$ cat src/rtl/lpht_pkg.sv
// ---------------------------------------------------------------------------
// Linear probe hash table package
// Request/response types, status and command codes, default sizes.
// ---------------------------------------------------------------------------
package lpht_pkg;

    // default sizes
    localparam int DEF_TABLE_DEPTH = 256;
    localparam int DEF_KEY_BYTES   = 8;
    localparam int DEF_VALUE_BITS  = 32;

    // configuration port
    localparam int       PADDR_W          = 3;
    localparam logic     REG_TABLE_SIZE   = 1'b0;
    localparam logic [8:0] TABLE_SIZE_RESET = 9'd256;

    // entry counter saturation
    localparam logic [8:0] COUNT_MAX = 9'h1FF;

    // commands
    localparam logic CMD_INSERT = 1'b0;
    localparam logic CMD_LOOKUP = 1'b1;

    // response status codes
    localparam logic [1:0] STATUS_INSERTED = 2'd0;
    localparam logic [1:0] STATUS_REJECTED = 2'd1;
    localparam logic [1:0] STATUS_FOUND    = 2'd2;
    localparam logic [1:0] STATUS_MISSING  = 2'd3;

    typedef struct packed {
        logic        command;
        logic [31:0] hash_value;
        logic [63:0] key_bytes;
        logic [3:0]  key_length;
        logic [31:0] entry_value;
    } req_t;

    typedef struct packed {
        logic [1:0]  status;
        logic [31:0] found_value;
        logic [8:0]  entry_count;
    } rsp_t;

    // byte mask that keeps key bytes below len
    function automatic logic [63:0] key_mask(input logic [3:0] len);
        logic [63:0] m;
        for (int i = 0; i < 8; i++)
        begin
            m[i*8 +: 8] = (4'(i) < len) ? 8'hFF : 8'h00;
        end
        return m;
    endfunction

endpackage

$ cat src/rtl/lpht_rem_unit.sv
// ---------------------------------------------------------------------------
// Remainder unit
// Restoring remainder of a 32-bit hash by the table size, one bit per cycle.
// ---------------------------------------------------------------------------
module lpht_rem_unit
    import lpht_pkg::*;
#(
    parameter int DIV_W = 9,
    parameter int OUT_W = 8
)
(
    input  logic             clk,
    input  logic             rst_n,
    input  logic             start,
    input  logic [31:0]      dividend,
    input  logic [DIV_W-1:0] divisor,
    output logic             done,
    output logic [OUT_W-1:0] remainder
);

    logic [31:0]      dividend_reg, dividend_next;
    logic [DIV_W-1:0] divisor_reg, divisor_next;
    logic [DIV_W-1:0] rem_reg, rem_next;
    logic [4:0]       cnt_reg, cnt_next;
    logic             busy_reg, busy_next;
    logic             done_reg, done_next;
    logic [DIV_W:0]   trial;

    // one restoring step: shift in next dividend bit, subtract if it fits
    always_comb
    begin
        trial         = {rem_reg, dividend_reg[31]};
        dividend_next = dividend_reg;
        divisor_next  = divisor_reg;
        rem_next      = rem_reg;
        cnt_next      = cnt_reg;
        busy_next     = busy_reg;
        done_next     = 1'b0;
        if (start)
        begin
            dividend_next = dividend;
            divisor_next  = divisor;
            rem_next      = '0;
            cnt_next      = 5'd31;
            busy_next     = 1'b1;
        end
        else if (busy_reg)
        begin
            dividend_next = {dividend_reg[30:0], 1'b0};
            if (trial >= {1'b0, divisor_reg})
            begin
                rem_next = DIV_W'(trial - {1'b0, divisor_reg});
            end
            else
            begin
                rem_next = trial[DIV_W-1:0];
            end
            cnt_next = cnt_reg - 5'd1;
            if (cnt_reg == 5'd0)
            begin
                busy_next = 1'b0;
                done_next = 1'b1;
            end
        end
    end

    always_ff @(posedge clk or negedge rst_n)
    begin
        if (!rst_n)
        begin
            busy_reg <= 1'b0;
            done_reg <= 1'b0;
            cnt_reg  <= '0;
        end
        else
        begin
            busy_reg <= busy_next;
            done_reg <= done_next;
            cnt_reg  <= cnt_next;
        end
    end

    // datapath registers
    always_ff @(posedge clk)
    begin
        dividend_reg <= dividend_next;
        divisor_reg  <= divisor_next;
        rem_reg      <= rem_next;
    end

    assign done      = done_reg;
    assign remainder = OUT_W'(rem_reg);

endmodule

$ cat config.mk
export PLATFORM = sky130hd
export DESIGN_NAME = lpht_rem_unit
export DESIGN_NICKNAME = d
export VERILOG_FILES = /design/src/rtl/lpht_pkg.sv /design/src/rtl/lpht_rem_unit.sv
export SDC_FILE = /design/constraint.sdc
export NUM_CORES = 1
export LEC_CHECK = 0
export ABC_AREA = 1
export BUFFER_PORTS_ARGS = -buffer_cell sky130_fd_sc_hd__buf_2
export CAP_MARGIN = 0
export CORE_ASPECT_RATIO = 1.2
export CORE_UTILIZATION = 56
export DETAILED_ROUTE_END_ITERATION = 10
export GPL_ROUTABILITY_DRIVEN = 0
export PLACE_DENSITY = 0.86
export SLEW_MARGIN = 15
export SYNTH_ARGS = -nofsm -noshare
export SYNTH_HDL_FRONTEND = slang
export SYNTH_SLANG_ARGS = --single-unit
$ cat constraint.sdc
create_clock -name clk -period 2.1 [get_ports clk]
set_input_delay 0.63 -clock clk [delete_from_list [all_inputs] [get_ports clk]]
set_output_delay 0.63 -clock clk [all_outputs]
set_load 0.01 [all_outputs]
==> flow_summary.ini <==
[setup_path]
path_max_fanout = 5
cp-start-kind = flop
end_kind = flop
critPathArrivalTime_ns = 2.20
crit_type = flop to flop
critPathRequiredTime_ns = 2.32

[synthesis]
synth_nets = 408
synth_cell_types = 27
ys_seq_area_frac = 0.537
yosysWarnings = 0
syn_avg_cell_area_sq_um = 8.39
syn_area_sq_um = 2950
ys_ff_latch = 57
syn-instance-count = 352

[cts]
clock-sinks = 57
clock-root-buffer = clkbuf_8
clock_path_buffers = 2
cts_tree = built
post_cts_buffers = 0
cts_max_level = 3
clk_pin_slew_worst_paths_ns = 0.07
ctsHoldBuffers = 0
clkLatencyLatePin_ns = 0.33
cts_resized = 0
numCtsBuffers = 9

[grt]
grt_max_degree = 35
grt_overflow_total = 0
grt_pass1_vias = 2237
grt_pass1_wl_mm = 9.52
grt.total_usage = 0.236
antenna_found_initial = 0

[floorplan]
rows = 28
die_w_um = 68.3
die_area_sq_um = 5570
die_h_um = 81.5
core-area_sq_um = 5010
initial_core_util = 0.589
io_pins = 53

[sta]
finClkSkew_ns = 0.00540
finalCritPeriodShare = 0.944
relSlewSlack = 0.674
rsz0062_at_grt = false
whs_ns = 0.124
tightestPinTransition_ns = 0.485
hold_viol_final = 0
layout_setup_ws_ns = 0.118
fmax_mhz = 505
slew_viol_final = 0
setup_tns_ns = 0
period_needed_ns = 1.98
setup_viol = 0

[layout]
fin_area_sq_um = 3420
fin_nets = 460
layout_commonest_cell = nand2_1
syn_to_final_growth_pct = 15.8
drive_above_1_share = 0.196
n_antenna_cell = 0
post-route-util = 0.683
largest_reg_flops = 32
layout_common_cells = nand2_1, buf_2, inv_1, edfxtp_1, nand3_1

[routing]
drtIter0Drc = 138
finalWirelength_mm = 5.70
drc_errors = 0
final_antenna_net_count = 0
wl_per_cell_um = 12.1
vias = 2361
drt_pre_antenna_iters = 4
vias_per_cell = 5.03

[placement]
dp_slack_ns = 0.127
placed_area_sq_um = 3230
port_buffers = 52
hpwl_mm = 4.11

[hold_path]
hold_path.class = input port to async pin

[power_and_ir_drop]
ir_drop_v = 0.000664
p_leak_nw = 1.81
power.density_nw_per_um2 = 1100

[job]
cap_viol_max_count = 0

[run_status]
outcome = finished clean
==> critical path, stage by stage, from the launching register on <==
cell	delay [ns]
edfxtp_1	0.37
inv_1	0.09
ha_1	0.14
inv_1	0.06
fa_1	0.41
nand3_1	0.09
nand2_1	0.10
nand2_1	0.12
nand2_2	0.11
nand2_4	0.13
nand3_1	0.09
nand3_1	0.11
nand2_1	0.05
==> routing by layer <==
| layer | up-vias | GRT usage | part of all wire |
|---|---|---|---|
| li1 | 1205 | - | - |
| met1 | 1065 | 0.281 | 0.41 |
| met2 | 74 | 0.392 | 0.51 |
| met3 | 17 | 0.0667 | 0.057 |
| met4 | 0 | 0.100 | 0.024 |
| met5 | - | 0 | 0 |
==> final timing paths <==
kind | startpoint | to | slack [ns] | cells past startpoint
worst max-delay path | dividend_reg[31] | rem_reg[3] | 0.12 | 12
worst min-delay path | rst_n | cnt_reg[3] | 0.12 | 1
worst max register to register | dividend_reg[31] | rem_reg[3] | 0.12 | 12
worst min register to register | rem_reg[8] | rem_reg[8] | 0.50 | 2
max in group asynchronous | rst_n | cnt_reg[2] | 1.82 | 1
min in group clk | divisor[4] | divisor_reg[4] | 0.48 | 1
==> report_power, final <==
group | internal, W | total [W] | switching [W]
Combinational | 0.000511 | 0.00132 | 0.000804
Clock | 0.000534 | 0.000956 | 0.000422
Sequential | 0.00137 | 0.00150 | 0.000127
==> kinds of logic after synthesis <==
group,Yosys count,share of synthesized area
AND/OR/NAND/NOR,207,0.289
buffers and inverters,63,0.0932
flip-flops,57,0.537
adder cells (fa/ha/maj),12,0.0534
AO/OA/AOI/OAI,10,0.0178
XOR/XNOR,3,0.00890
==> cell type report <==
| class | count | area [sq um] |
|---|---|---|
| Clock inverter | 7 | 61.3 |
| Inverter | 46 | 176 |
| Multi-Input combinational cell | 233 | 1100 |
| Fill cell | 386 | 1590 |
| Sequential cell | 57 | 1590 |
| Timing Repair Buffer | 57 | 298 |
| Clock buffer | 9 | 124 |
| Tap cell | 60 | 75.1 |
==> per-stage QoR <==
step,power (W),cells
floorplan,0.00257,352
global placement,0.00273,452
detailed placement,0.00279,452
CTS,0.00378,468
global route,0.00405,469
finish,0.00377,469
==> cells in the mapped netlist <==
cell / count / area, sq um
a21oi_1: 5 / 25.0
a22oi_1: 1 / 7.51
and2_1: 1 / 6.26
buf_1: 2 / 7.51
buf_2: 1 / 5.00
buf_4: 8 / 60.1
buf_6: 1 / 11.3
clkbuf_1: 5 / 18.8
clkinv_1: 1 / 3.75
dfrtp_1: 7 / 175
dfxtp_1: 9 / 180
edfxtp_1: 41 / 1230
fa_1: 1 / 20.0
ha_1: 11 / 138
inv_1: 45 / 169
nand2_1: 157 / 589
nand2_2: 1 / 6.26
nand2_4: 1 / 11.3
nand2_8: 1 / 20.0
nand3_1: 27 / 135
nand4_1: 2 / 12.5
nor2_1: 12 / 45.0
nor2_2: 2 / 12.5
nor3_1: 2 / 10.0
o21ai_0: 4 / 20.0
or2_0: 1 / 6.26
xnor2_1: 3 / 26.3
No activity file was read; power rests on OpenSTA's default activity.
